[src/fblp_pkg.sv]
// Shared types, constants and the band edge table function for the band peak block.
`timescale 1ns / 1ps
`default_nettype none

package fblp_pkg;

    localparam int MAG_W        = 16;
    localparam int LEVEL_W      = 8;
    localparam int IDX_W        = 4;
    localparam int BIN_W        = 10;
    localparam int END_W        = BIN_W + 1;
    localparam int PROD_W       = MAG_W + 2 * LEVEL_W;
    localparam int ROOT_W       = PROD_W / 2;
    localparam int REM_W        = ROOT_W + 2;
    localparam int QUEUE_DEPTH  = 2;
    localparam int BIG_W        = 384;

    localparam int DEF_BAND_COUNT   = 16;
    localparam int DEF_FFT_SIZE     = 1024;
    localparam int DEF_EDGE_OCTAVES = 10;

    localparam logic [LEVEL_W-1:0] LEVEL_RESET = 8'd127;

    typedef struct packed {
        logic               last;
        logic [IDX_W-1:0]   idx;
        logic [MAG_W-1:0]   peak;
    } t_band_rec;

    typedef enum logic [2:0] {
        ST_IDLE,
        ST_MUL_H,
        ST_MUL_HH,
        ST_ROOT,
        ST_SEND
    } t_back_state;

    // End bin (exclusive) of band b: largest m with m^(bands-1) <= 2^(b*oct),
    // capped at fft/2-1, and forced above the previous band's end.
    function automatic int band_end_calc(input int b, input int bands, input int fft,
                                         input int oct);
        logic [BIG_W-1:0] pw;
        logic [BIG_W-1:0] lim;
        int cap;
        int q;
        int prev;
        int lo;
        int hi;
        int mid;
        int e;
        cap  = fft / 2 - 1;
        if (cap < 1) cap = 1;
        q    = bands - 1;
        prev = 0;
        e    = 0;
        for (int i = 0; i <= b; i++) begin
            lo  = 1;
            hi  = cap;
            lim = BIG_W'(1) << (i * oct);
            while (lo < hi) begin
                mid = lo + (hi - lo + 1) / 2;
                pw  = BIG_W'(1);
                for (int k = 0; k < q; k++) begin
                    pw = pw * BIG_W'(mid);
                end
                if (pw <= lim) lo = mid;
                else hi = mid - 1;
            end
            if (prev >= lo) lo = prev + 1;
            e    = lo;
            prev = lo;
        end
        return e;
    endfunction

endpackage

`default_nettype wire

[src/fblp_front.sv]
// Front end: takes bins, tracks bin and band counters and the running peak, posts closed bands.
`timescale 1ns / 1ps
`default_nettype none

module fblp_front #(
    parameter int BAND_COUNT   = fblp_pkg::DEF_BAND_COUNT,
    parameter int FFT_SIZE     = fblp_pkg::DEF_FFT_SIZE,
    parameter int EDGE_OCTAVES = fblp_pkg::DEF_EDGE_OCTAVES
) (
    input  wire logic                        i_clk,
    input  wire logic                        i_rst_n,
    input  wire logic                        i_valid,
    output logic                             o_ready,
    input  wire logic [fblp_pkg::MAG_W-1:0]  i_magnitude,
    input  wire logic                        i_frame_start,
    input  wire logic                        i_queue_full,
    output logic                             o_push,
    output fblp_pkg::t_band_rec              o_rec
);
    import fblp_pkg::*;

    localparam int BAND_W = $clog2(BAND_COUNT + 1);
    localparam int SEL_W  = $clog2(BAND_COUNT);

    logic [END_W-1:0]   w_end [BAND_COUNT];

    for (genvar g = 0; g < BAND_COUNT; g++) begin : g_edge
        localparam int EDGE = band_end_calc(g, BAND_COUNT, FFT_SIZE, EDGE_OCTAVES);
        assign w_end[g] = END_W'(EDGE);
    end

    logic [BIN_W-1:0]   r_bin,  n_bin;
    logic [BAND_W-1:0]  r_band, n_band;
    logic [MAG_W-1:0]   r_peak, n_peak;

    logic               w_accept;
    logic               w_active;
    logic               w_close;
    logic [MAG_W-1:0]   w_max;

    assign o_ready  = !i_queue_full;
    assign w_accept = i_valid && o_ready;
    assign w_active = r_band < BAND_W'(BAND_COUNT);
    assign w_max    = (i_magnitude > r_peak) ? i_magnitude : r_peak;
    assign w_close  = w_active &&
                      ({1'b0, r_bin} + END_W'(1) == w_end[r_band[SEL_W-1:0]]);

    assign o_push       = w_accept && !i_frame_start && w_close;
    assign o_rec.peak   = w_max;
    assign o_rec.idx    = IDX_W'(r_band);
    assign o_rec.last   = r_band == BAND_W'(BAND_COUNT - 1);

    always_comb begin
        n_bin  = r_bin;
        n_band = r_band;
        n_peak = r_peak;
        if (w_accept) begin
            if (i_frame_start) begin
                n_bin  = '0;
                n_band = '0;
                n_peak = '0;
            end else if (w_active) begin
                if (w_close) begin
                    n_band = r_band + BAND_W'(1);
                    n_peak = '0;
                end else begin
                    n_peak = w_max;
                end
                // bin counter holds at its top value on long frames
                if (r_bin != '1) n_bin = r_bin + BIN_W'(1);
            end
        end
    end

    always_ff @(posedge i_clk) begin
        if (!i_rst_n) begin
            r_bin  <= '0;
            r_band <= '0;
            r_peak <= '0;
        end else begin
            r_bin  <= n_bin;
            r_band <= n_band;
            r_peak <= n_peak;
        end
    end

endmodule

`default_nettype wire

[src/fblp_queue.sv]
// Small queue of closed-band records between the front and back ends.
`timescale 1ns / 1ps
`default_nettype none

module fblp_queue (
    input  wire logic                   i_clk,
    input  wire logic                   i_rst_n,
    input  wire logic                   i_push,
    input  wire fblp_pkg::t_band_rec    i_data,
    output logic                        o_full,
    input  wire logic                   i_pop,
    output fblp_pkg::t_band_rec         o_data,
    output logic                        o_empty
);
    import fblp_pkg::*;

    localparam int PTR_W = $clog2(QUEUE_DEPTH);
    localparam int CNT_W = $clog2(QUEUE_DEPTH + 1);

    t_band_rec          r_mem [QUEUE_DEPTH];
    logic [PTR_W-1:0]   r_wr_ptr;
    logic [PTR_W-1:0]   r_rd_ptr;
    logic [CNT_W-1:0]   r_count;

    logic               w_push;
    logic               w_pop;

    assign o_full  = r_count == CNT_W'(QUEUE_DEPTH);
    assign o_empty = r_count == '0;
    assign w_push  = i_push && !o_full;
    assign w_pop   = i_pop && !o_empty;
    assign o_data  = r_mem[r_rd_ptr];

    always_ff @(posedge i_clk) begin
        if (w_push) r_mem[r_wr_ptr] <= i_data;
    end

    always_ff @(posedge i_clk) begin
        if (!i_rst_n) begin
            r_wr_ptr <= '0;
            r_rd_ptr <= '0;
            r_count  <= '0;
        end else begin
            if (w_push) r_wr_ptr <= r_wr_ptr + PTR_W'(1);
            if (w_pop)  r_rd_ptr <= r_rd_ptr + PTR_W'(1);
            if (w_push && !w_pop)      r_count <= r_count + CNT_W'(1);
            else if (w_pop && !w_push) r_count <= r_count - CNT_W'(1);
        end
    end

endmodule

`default_nettype wire

[src/fblp_back.sv]
// Back end: scales a band peak by the height squared, takes the square root, sends the level.
`timescale 1ns / 1ps
`default_nettype none

module fblp_back (
    input  wire logic                           i_clk,
    input  wire logic                           i_rst_n,
    input  wire logic                           i_cfg_valid,
    input  wire logic [fblp_pkg::LEVEL_W-1:0]   i_cfg_data,
    input  wire logic                           i_queue_empty,
    input  wire fblp_pkg::t_band_rec            i_rec,
    output logic                                o_pop,
    output logic                                o_valid,
    input  wire logic                           i_ready,
    output logic [fblp_pkg::LEVEL_W-1:0]        o_level,
    output logic [fblp_pkg::IDX_W-1:0]          o_idx,
    output logic                                o_last
);
    import fblp_pkg::*;

    localparam int STEP_W  = $clog2(ROOT_W);
    localparam int PROD1_W = MAG_W + LEVEL_W;

    t_back_state            r_state, n_state;
    logic [LEVEL_W-1:0]     r_height;
    logic [PROD1_W-1:0]     r_prod;
    logic [PROD_W-1:0]      r_x;
    logic [REM_W-1:0]       r_rem;
    logic [ROOT_W-1:0]      r_root;
    logic [STEP_W-1:0]      r_step;
    logic [IDX_W-1:0]       r_idx;
    logic                   r_last;
    logic [LEVEL_W-1:0]     r_level;

    logic                   w_load;
    logic                   w_mul_h;
    logic                   w_mul_hh;
    logic                   w_root;
    logic                   w_done;
    logic                   w_root_last;
    logic [REM_W-1:0]       w_rem_sh;
    logic [REM_W-1:0]       w_trial;
    logic                   w_fit;
    logic [ROOT_W-1:0]      w_root_nx;
    logic [LEVEL_W-1:0]     w_level;

    assign w_root_last = r_step == STEP_W'(ROOT_W - 1);

    // next state
    always_comb begin
        n_state = r_state;
        unique case (r_state)
            ST_IDLE:   if (!i_queue_empty) n_state = ST_MUL_H;
            ST_MUL_H:  n_state = ST_MUL_HH;
            ST_MUL_HH: n_state = ST_ROOT;
            ST_ROOT:   if (w_root_last) n_state = ST_SEND;
            ST_SEND:   if (i_ready) n_state = ST_IDLE;
            default:   n_state = ST_IDLE;
        endcase
    end

    // state outputs
    always_comb begin
        w_load   = 1'b0;
        w_mul_h  = 1'b0;
        w_mul_hh = 1'b0;
        w_root   = 1'b0;
        w_done   = 1'b0;
        o_valid  = 1'b0;
        unique case (r_state)
            ST_IDLE:   w_load   = !i_queue_empty;
            ST_MUL_H:  w_mul_h  = 1'b1;
            ST_MUL_HH: w_mul_hh = 1'b1;
            ST_ROOT: begin
                w_root = 1'b1;
                w_done = w_root_last;
            end
            ST_SEND:   o_valid  = 1'b1;
            default:   o_valid  = 1'b0;
        endcase
    end

    assign o_pop = w_load;

    // one result bit per cycle, two radicand bits consumed
    assign w_rem_sh  = {r_rem[REM_W-3:0], r_x[PROD_W-1 -: 2]};
    assign w_trial   = {r_root, 2'b01};
    assign w_fit     = w_rem_sh >= w_trial;
    assign w_root_nx = {r_root[ROOT_W-2:0], w_fit};
    assign w_level   = (w_root_nx[ROOT_W-1 -: LEVEL_W] > r_height) ?
                       r_height : w_root_nx[ROOT_W-1 -: LEVEL_W];

    always_ff @(posedge i_clk) begin
        if (w_load) begin
            r_prod <= PROD1_W'(i_rec.peak);
            r_idx  <= i_rec.idx;
            r_last <= i_rec.last;
        end
        if (w_mul_h) r_prod <= PROD1_W'(r_prod[MAG_W-1:0]) * PROD1_W'(r_height);
        if (w_mul_hh) begin
            r_x    <= PROD_W'(r_prod) * PROD_W'(r_height);
            r_rem  <= '0;
            r_root <= '0;
            r_step <= '0;
        end
        if (w_root) begin
            r_x    <= {r_x[PROD_W-3:0], 2'b00};
            r_rem  <= w_fit ? (w_rem_sh - w_trial) : w_rem_sh;
            r_root <= w_root_nx;
            r_step <= r_step + STEP_W'(1);
        end
        if (w_done) r_level <= w_level;
    end

    always_ff @(posedge i_clk) begin
        if (!i_rst_n) begin
            r_state  <= ST_IDLE;
            r_height <= LEVEL_RESET;
        end else begin
            r_state <= n_state;
            if (i_cfg_valid) r_height <= i_cfg_data;
        end
    end

    assign o_level = r_level;
    assign o_idx   = r_idx;
    assign o_last  = r_last;

endmodule

`default_nettype wire

[src/fft_bin_log_band_peak.sv]
// Top level: log-spaced band peak levels over a stream of FFT magnitude bins.
//
//  channel   dir  handshake                      payload
//  s_axis    in   s_axis_tvalid / s_axis_tready  tdata: magnitude; tuser: frame_start
//  m_axis    out  m_axis_tvalid / m_axis_tready  tdata: band_level, band_index; tlast
//  cfg       in   i_cfg_valid / o_cfg_ready      i_cfg_data: level_height
//
//  Bins are taken one per cycle; the front end only stalls while the two-entry
//  band queue is full. The back end takes each closed band through load, two
//  multiply steps, 16 square-root steps and send before it loads the next.
//  Synchronous active-low reset; level_height resets to 127, counters to zero.
//  A stalled m_axis holds its level; bins still flow until the queue is full.
`timescale 1ns / 1ps
`default_nettype none

module fft_bin_log_band_peak #(
    parameter int BAND_COUNT   = fblp_pkg::DEF_BAND_COUNT,
    parameter int FFT_SIZE     = fblp_pkg::DEF_FFT_SIZE,
    parameter int EDGE_OCTAVES = fblp_pkg::DEF_EDGE_OCTAVES
) (
    input  wire logic           i_clk,
    input  wire logic           i_rst_n,
    input  wire logic           s_axis_tvalid,
    output logic                s_axis_tready,
    input  wire logic [15:0]    s_axis_tdata,   // [15:0] magnitude
    input  wire logic           s_axis_tuser,   // [0] frame_start
    output logic                m_axis_tvalid,
    input  wire logic           m_axis_tready,
    output logic [15:0]         m_axis_tdata,   // [7:0] band_level, [11:8] band_index, pad
    output logic                m_axis_tlast,   // last_band
    input  wire logic           i_cfg_valid,
    output logic                o_cfg_ready,
    input  wire logic [7:0]     i_cfg_data      // level_height
);
    import fblp_pkg::*;

    t_band_rec              w_push_rec;
    t_band_rec              w_head_rec;
    logic                   w_push;
    logic                   w_pop;
    logic                   w_full;
    logic                   w_empty;
    logic [LEVEL_W-1:0]     w_level;
    logic [IDX_W-1:0]       w_idx;

    assign o_cfg_ready = 1'b1;

    fblp_front #(
        .BAND_COUNT   (BAND_COUNT),
        .FFT_SIZE     (FFT_SIZE),
        .EDGE_OCTAVES (EDGE_OCTAVES)
    ) u_front (
        .i_clk         (i_clk),
        .i_rst_n       (i_rst_n),
        .i_valid       (s_axis_tvalid),
        .o_ready       (s_axis_tready),
        .i_magnitude   (s_axis_tdata),
        .i_frame_start (s_axis_tuser),
        .i_queue_full  (w_full),
        .o_push        (w_push),
        .o_rec         (w_push_rec)
    );

    fblp_queue u_queue (
        .i_clk   (i_clk),
        .i_rst_n (i_rst_n),
        .i_push  (w_push),
        .i_data  (w_push_rec),
        .o_full  (w_full),
        .i_pop   (w_pop),
        .o_data  (w_head_rec),
        .o_empty (w_empty)
    );

    fblp_back u_back (
        .i_clk         (i_clk),
        .i_rst_n       (i_rst_n),
        .i_cfg_valid   (i_cfg_valid),
        .i_cfg_data    (i_cfg_data),
        .i_queue_empty (w_empty),
        .i_rec         (w_head_rec),
        .o_pop         (w_pop),
        .o_valid       (m_axis_tvalid),
        .i_ready       (m_axis_tready),
        .o_level       (w_level),
        .o_idx         (w_idx),
        .o_last        (m_axis_tlast)
    );

    assign m_axis_tdata = {4'b0000, w_idx, w_level};

endmodule

`default_nettype wire

[config.mk]
export PLATFORM = sky130hd
export DESIGN_NAME = fft_bin_log_band_peak
export DESIGN_NICKNAME = d
export VERILOG_FILES = /design/src/fblp_pkg.sv /design/src/fblp_front.sv /design/src/fblp_queue.sv /design/src/fblp_back.sv /design/src/fft_bin_log_band_peak.sv
export SDC_FILE = /design/constraint.sdc
export NUM_CORES = 1
export LEC_CHECK = 0
export ABC_AREA = 0
export BUFFER_PORTS_ARGS = -buffer_cell sky130_fd_sc_hd__buf_4
export CORE_MARGIN = 5
export CORE_UTILIZATION = 69
export DETAILED_ROUTE_END_ITERATION = 16
export PLACE_DENSITY_LB_ADDON = 0.15
export SLEW_MARGIN = 15
export SYNTH_ARGS = -nofsm -noshare
export SYNTH_HDL_FRONTEND = slang
export SYNTH_HIERARCHICAL = 1
export SYNTH_SLANG_ARGS = --single-unit
[constraint.sdc]
create_clock -name i_clk -period 8.2 [get_ports i_clk]
set_clock_uncertainty 0.05 [all_clocks]
set_input_delay 1.23 -clock i_clk [delete_from_list [all_inputs] [get_ports i_clk]]
set_output_delay 1.23 -clock i_clk [all_outputs]
set_load 0.02 [all_outputs]
* Yosys cells after proc, flatten, opt, wreduce, memory -nomap -nowiden
Memory sizes are Yosys's and may differ from the RTL's. A register that Yosys moved wholly into a read port is not among the register bits.
Cells that the tools add are included.
** Word-level totals
- Bits in read-only memories :: 176
- Register bits after elaboration :: 151
- Output and inout port bits :: 20
- Input port bits :: 30
- RAM bits :: 42
- Bits in latches :: 0
- Memories :: 2
** Memories
- (no name shown) :: depth 16, width 11, rd ports 1, clocked after memory_dff 0, wr ports 0, RTL line fblp_front.sv:46 : ({1'b0, r_bin} + END_W'(1) == w_end[r_band[SEL_W-1:0]]);
- u_queue.r_mem :: depth 2, width 21, rd ports 1, clocked after memory_dff 1, wr ports 1, RTL line fblp_queue.sv:20 : t_band_rec r_mem [QUEUE_DEPTH];
** Operators by class
- Muxes and demuxes :: 40
- Order comparisons :: 5
- Multipliers :: 2
- Bitwise gates (word level) :: 1
- Div/mod/pow operators :: 0
- Shift-type cells :: 0
- Eq/ne operators :: 12
- Add/subtract/negate cells :: 9
- Reduce and logical (&&, ||, !) cells :: 25
** Operators by type and width (number)
- $mux W16 :: 9
- $mux W32 :: 2
- $mux W24 :: 2
- $mul A24 B8 Y32 :: 1
- $mux W10 :: 3
- $mul A16 B8 Y24 :: 1
- $mux W11 :: 2
- $ge A18 B18 Y1 :: 1
- $gt A16 B16 Y1 :: 1
- $sub A16 B16 Y16 :: 1
- $mux W5 :: 3
- $pmux W3 S5 :: 1
- $reduce_bool A2 Y1 :: 6
- $add A10 B1 Y11 const B :: 1
- $eq A11 B11 Y1 :: 1
- $add A10 B1 Y10 const B :: 1
- $mux W1 :: 10
- $ne A10 B10 Y1 const B :: 1
- $mux W3 :: 3
- $reduce_and A3 Y1 :: 3
- $gt A8 B8 Y1 :: 1
- $logic_and A1 B1 Y1 :: 8
- $mux W4 :: 2
- $mux W8 :: 1
- other kinds (21) :: 29

* Longest topological paths before layout
Gate-level depths: netlist of run 1.
- Word-level depth :: 12
- Gate-level depth with buffers :: 20

* Modules after synthesis
Netlist of run 1, hierarchy kept.
** Modules (own cells, without submodules)
- fblp_back :: cells an instance 1276, instances 1, area an instance 12234.2 µm²
- fblp_front :: cells an instance 310, instances 1, area an instance 2519.9 µm²
- fblp_queue :: cells an instance 90, instances 1, area an instance 1741.7 µm²
- fft_bin_log_band_peak :: cells an instance 7, instances 1, area an instance 45.0 µm²

* Least setup slack after synthesis of run 1
No wires, ideal clock.
- Kind :: register to register
- Start :: register u_back.r_height[7]
- End :: register u_back.r_prod[20] (data pin)
- Required time :: 7.895 ns
- Setup time :: 0.255 ns
- Slack :: 2.805 ns
- Clock period less this slack :: 5.395 ns
- Stages on the path, launching flop included :: 19
- Arrival time :: 5.090 ns
- Cell sequence :: dfxtp_1 > clkbuf_1 > nand2_1 > fa_1 > fa_1 > inv_1 > fa_1 > inv_1 > fa_1 > inv_1 > ha_1 > nor3_1 > nor3_1 > a311oi_2 > o211ai_2 > maj3_2 > a21o_1 > a311o_1 > and3_1
** On the way
- Longest elaborated chain between the ends :: 2
** Ends and longest elaborated chain
- start: declaration :: RTL line fblp_back.sv:25 : logic [LEVEL_W-1:0] r_height;
- start signal: assignment :: RTL line fblp_back.sv:121 : if (i_cfg_valid) r_height <= i_cfg_data;
- $mul A16 B8 Y24 :: RTL line fblp_back.sv:99 : if (w_mul_h) r_prod <= PROD1_W'(r_prod[MAG_W-1:0]) * PROD1_W'(r_height);
- $mux W24 :: RTL line fblp_back.sv:99
- end signal: assignment :: RTL line fblp_back.sv:95 : r_prod <= PROD1_W'(i_rec.peak);
- end signal: assignment :: RTL line fblp_back.sv:99
- end: declaration :: RTL line fblp_back.sv:26 : logic [PROD1_W-1:0] r_prod;
No other way between the ends.
A chain may end at the register's enable or synchronous reset.

* Final worst setup path of run 1
- Start :: register u_back.r_height[6]
- End :: register u_back.r_prod[20] (data pin)
Same word-level chain as after synthesis.

==> results of run 1 <==
==> cell families after synthesis <==
family | Yosys count
AOI/OAI and AO/OA | 277
xor gates and xnor gates | 62
adders and majority gates | 267
buffers and inverters | 284
DFF | 194
muxes | 47
other | 2
and+or+nand+nor | 550
==> stage by stage <==
step	cell area [µm²]	hold slack [ns]	utilization, %	cells	worst slack (ns)
after floorplan	16600	0.365	-	1686	2.80
after global placement	17000	0.379	72.3	1987	2.24
after detailed placement	17000	0.401	72.3	1987	2.15
after CTS	17600	0.410	74.9	2019	2.13
after global routing	17600	0.430	74.9	2019	1.67
final	17600	0.414	74.9	2019	2.07
==> Yosys cell counts (all sizes together) (43+ instances only) <==
master,instances
fa,141
inv,212
edfxtp,145
clkbuf,45
nand2,180
ha,121
xnor2,43
o21ai,71
and2,143
nor2,109
dfxtp,49
a21oi,72
==> critical path, cell delays in order, from the launching register on <==
cell,delay (ns)
dfxtp_1,0.94
nand2_1,0.18
fa_1,0.53
fa_1,0.56
inv_1,0.06
fa_1,0.53
inv_1,0.06
fa_1,0.54
inv_1,0.05
ha_1,0.34
nor3_1,0.18
nor3_1,0.10
a311oi_2,0.45
o211ai_2,0.20
maj3_2,0.34
a21o_1,0.23
a311o_1,0.36
and3_1,0.18
==> per-layer routing <==
| layer | GRT usage, % | part of all wire (%) |
|---|---|---|
| met4 | 5.94 | 1.1 |
| met2 | 45.0 | 47 |
| met3 | 4.79 | 7.5 |
| met5 | 0 | 0 |
| met1 | 41.4 | 45 |
==> state kept, by name, summed over array words and instances (netlist names), 4 cells and up, named ones only <==
name	cells
u_back/o_idx	4
u_back/o_level	8
u_back/r_step	4
u_back/r_prod	24
u_front/r_peak	16
u_front/r_bin	10
u_back/r_rem	16
u_back/r_root	16
u_back/r_x	32
u_front/r_band	5
u_back/r_height	8
u_queue/r_mem	42
==> worst max-delay path by stage <==
stage,to,slack [ns],depth (start not counted)
after global routing,u_back/r_prod[23],1.67,17
after floorplan,u_back/r_prod[20],2.80,18
after global placement,u_back/r_prod[20],2.24,17
after CTS,u_back/r_prod[20],2.13,17
after detailed placement,u_back/r_prod[20],2.15,17
final,u_back/r_prod[20],2.07,17
==> area by class of cell <==
type                            instances  area, µm²
Clock buffer                           18        439
Multi-Input combinational cell       1208      10100
Fill cell                            1687       5920
Tap cell                              319        399
Sequential cell                       194       5340
Clock inverter                         14        161
Timing Repair Buffer                   54        405
Inverter                              212        796
==> out/results.tsv, run 1 <==
metric	value	unit
status	finished clean	
Setup violations, final	0	
DRT iter0 DRCs	937	
hpwl dp	26300	µm
row count	56	
largest net degree at the start of global routing	69	
antenna fix cells	0	
asr flop ratio synth	0	%
most common cell after layout, fill and taps aside	inv_1	
HP Start	u_back/r_x[1]	
post-synthesis simple-gate area fraction	16.8	%
post-synth cell types	83	
Final period util	74.7	%
R2R Setup Slk	2.07	ns
area grow syn2layout	6.55	%
total iterations of the first detailed-routing run	5	
reg2reg start	u_back/r_height[6]	
post-synthesis compound-gate area fraction	11.1	%
Num CTS Buffers	17	
worst reg2reg endpoint	u_back/r_prod[20]	
Adder-Cell Fraction of Synth Area	26.5	%
Tightest Hold Check Type	reg -> reg	
Routed Wire Length	36200	µm
Req. time, crit path	8.34	ns
Starting Density	70.3	%
Hold Path Depth	2	
GRT Util Overall	28.3	%
Max Cap Viol	0	
CP startpoint kind	flop	
Vias	11900	
setup TNS	0	ns
CTS tree	yes	
Final Wtd Congestion	0.901	
Ys Warns	6	
drt wl/cell	17.9	µm
Die Span Y	165	µm
fin nets	1979	
critical path arrival	6.27	ns
number of flops mapped to enable cells by yosys	145	
Crit Path Max Fanout	26	
share of post-route cells with drive strength above 1	8.12	%
H-tree depth	4	
fmax	0.163	GHz
Die ar.	0.0272	mm²
CTS root buf	clkbuf_16	
Top Ports	50	
reg2reg path depth	17	
CP Class	reg -> reg	
post-CTS sizing	0	
Synth area leaders	edfxtp_1 (26%), fa_1 (17%), ha_1 (9.2%)	
measured slew at the worst slew-check pin	1.12	ns
Worst-path clk slew	0.08	ns
final hold violations	0	
Max-Slew Margin vs Limit	25.1	%
post-CTS setup buffer count	0	
Yosys top cell by area	edfxtp_1	
vias in the first global route	12100	
register area share after synthesis	32.3	%
initial antenna violation count	0	
DR vias/cell	5.90	
commonest cells after routing, fill and taps aside	inv_1 (209), nand2_1 (180), edfxtp_1 (145), and2_1 (143), fa_1 (141)	
Synth Area in XOR/XNOR	3.28	%
RSZ-0062 raised after global routing	no	
TritonCTS Sinks	194	
Critical path origin	u_back/r_height[6]	
Synth top area share	26.3	%
main combinational cell family by area after synthesis	adder cells	
Synth Register Bits	194	
post-route minimum period	6.13	ns
Syn Std Cell Area	0.0165	mm²
CORE AREA	0.0235	mm²
top_reg_cell synth	edfxtp_1	
cell count after synthesis	1683	
Worst Hold Path EP	u_back/r_x[1]	
Avg Cell Area, Syn	9.83	µm²
CP Capture Type	flop	
Die X	165	µm
mux contribution to synthesized area	3.17	%
number of routed nets with antenna violations	0	
grt ovf	0	
Clock Latency Late Sink	0.44	ns
Max clock buf depth	2	
Pins Over Slew Limit	0	
Port Buf Inserts	44	
drt drc	0	
first-pass GRT wire length	61100	µm
hold_buf cts	0	
Power of run 1 is not shown: default switching activity piles up to over one toggle a cycle in this logic, so the estimate is an artifact.
==> run 2: changes to the inputs <==
Settings changed: CORE_UTILIZATION 69 to 58.
Clock period 8.2 ns to 5.3 ns, I/O delays scaled along.
==> run 2 against run 1 <==
Effect of this change:
- the run now ends with negative setup slack left
- maximum frequency increased by 15%
- cell area increased by 9.6%
- sequential share of layout area decreased by 2.6 points
- wire length increased by 7.0%
- non-clock buffer count increased by 130
- via count increased by 4.5%
- hold slack got worse by 0.017 ns
- register-to-register slack got worse by 2.1 ns
- setup slack got worse by 2.1 ns
- critical path depth increased by 2
- utilization decreased by 5.7 points
- count of clock-buffer cells in the layout decreased by 1
==> out/results.tsv, run 2 (synthesis results as in run 1) <==
metric	value	unit
Crit. path cell count	19	
Pins Over Slew Limit	0	
fmax	0.188	GHz
slowest stage delay, CP	0.54	ns
register area	0.00535	mm²
Crit Path Max Fanout	6	
worst reg2reg endpoint	u_back/r_prod[22]	
Setup violations, final	1	
first-pass GRT wire length	62700	µm
worst-path cell chain	buf_6, buf_6, and2_4, fa_1, fa_1, fa_1, inv_2, fa_1, inv_2, ha_4, nor3_4, nor3_4, a311oi_2, o211ai_2, maj3_2, a21o_1, buf_6, a211o_4, o311ai_4	
largest net degree at the start of global routing	68	
Worst-path clk slew	0.09	ns
total iterations of the first detailed-routing run	5	
most flop-heavy register	u_queue/r_mem	
Req. time, crit path	5.52	ns
CORE AREA	0.0279	mm²
Critical path origin	u_back/r_prod[4]	
Vias	12500	
GRT Util Overall	24.5	%
drt drc	0	
commonest cells after routing, fill and taps aside	inv_1 (204), nand2_1 (178), buf_4 (169), edfxtp_1 (145), fa_1 (129)	
most common cell after layout, fill and taps aside	inv_1	
Top Ports	50	
Die ar.	0.0320	mm²
CP startpoint kind	flop	
failing checks	negative setup slack	
Max-Slew Margin vs Limit	29.3	%
RSZ-0062 raised after global routing	yes	
Clock Latency Late Sink	0.45	ns
grt ovf	0	
status	complete, but fails checks	
number of routed nets with antenna violations	0	
CP Class	reg -> reg	
Max Cap Viol	0	
CP Capture Type	flop	
Final period util	100	%
CTS tree	yes	
Routed Wire Length	38700	µm
H-tree depth	4	
area of the multi-input gates	0.0106	mm²
hpwl dp	28800	µm
worst slack, placed	-0.205	ns
area grow syn2layout	16.7	%
Port Buf Inserts	44	
Finished Core Util	69.1	%
row count	61	
Die Span Y	179	µm
fin nets	2109	
DRT iter0 DRCs	846	
Num CTS Buffers	17	
share of post-route cells with drive strength above 1	19.9	%
post-route minimum period	5.31	ns
critical path arrival	5.53	ns
R2R Setup Slk	-0.009	ns
reg2reg path depth	19	
filler instances	2149	
setup ws final	-0.00876	ns
most used cell, CP	fa_1	
antenna fix cells	0	
measured slew at the worst slew-check pin	1.06	ns
CTS root buf	clkbuf_16	
Starting Density	59.2	%
sum of buffers and inverters on the critical path	5	
Tightest Hold Check Type	reg -> reg	
Setup crit end	u_back/r_prod[22]	
largest registers	u_queue/r_mem: 42 flops, u_back/r_x: 32 flops, u_back/r_prod: 24 flops	
TritonCTS Sinks	194	
drt wl/cell	17.5	µm
max reg flops	42	
highest-delay cell along the critical path	edfxtp_1	
vias in the first global route	12400	
Final Wtd Congestion	0.911	
DR vias/cell	5.64	
Max clock buf depth	2	
delay-heaviest family, CP	adder cells	
Die X	179	µm
reg2reg start	u_back/r_prod[4]	
initial antenna violation count	0	
final hold violations	0	
## run 2: final cells by class
| cell class | instances | area share, % |
|---|---|---|
| multi-input cells | 1208 | 55.0 |
| inverters | 212 | 4.12 |
| clock buffers | 17 | 2.20 |
| repair buffers | 184 | 7.45 |
| clock inverters | 15 | 1.12 |
| well taps | 378 | 2.45 |
| flip-flops and latches | 194 | 27.7 |
## run 2: worst register-to-register path: stages (launching register included)
cell      delay, ns
edfxtp_1       0.54
buf_6          0.19
buf_6          0.10
and2_4         0.15
fa_1           0.46
fa_1           0.50
fa_1           0.51
inv_2          0.04
fa_1           0.53
inv_2          0.06
ha_4           0.19
nor3_4         0.23
nor3_4         0.08
a311oi_2       0.37
o211ai_2       0.13
maj3_2         0.31
a21o_1         0.18
buf_6          0.13
a211o_4        0.34
o311ai_4       0.06
## run 2: per-stage QoR
stage / cell area, µm² / cells / setup TNS, ns / hold slack, ns
2_1_floorplan: 16600 / 1686 / 0 / 0.365
3_3_place_gp: 17900 / 2151 / -0.515 / 0.380
3_5_place_dp: 17900 / 2151 / -0.981 / 0.387
4_1_cts: 18600 / 2185 / -0.0246 / 0.398
5_1_grt: 19300 / 2208 / -1.14 / 0.413
6_report: 19300 / 2208 / -0.00876 / 0.397
## run 2: what timing repair did
item / CTS / global route
setup buffers: 3 / 23
resized for setup: 35 / 102
hold buffers: 0 / 0
setup endpoints to repair: 15 / 23
pin swaps: 11 / 88
hold endpoints to repair: 0 / 0
## run 2: how the worst min path moves through the flow
stage                             start  slack [ns]            end  depth (start not counted)
after global placement    u_back/r_x[1]        0.38  u_back/r_x[1]                          2
after CTS                 u_back/r_x[1]        0.40  u_back/r_x[1]                          2
after floorplan           u_back/r_x[1]        0.37  u_back/r_x[1]                          2
after detailed placement  u_back/r_x[1]        0.39  u_back/r_x[1]                          2
after global routing      u_back/r_x[1]        0.41  u_back/r_x[1]                          2
final                     u_back/r_x[1]        0.40  u_back/r_x[1]                          2
## run 2: routing by layer
layer  wire [µm]  vias to the layer above  GRT usage, %
met5           0                        -             0
li1            -                     5921             -
met3        2090                       50          3.46
met1       17700                     6106          35.3
met4         817                        0          6.17
met2       18200                      373          39.4
Power of run 2 is left out for the same reason.
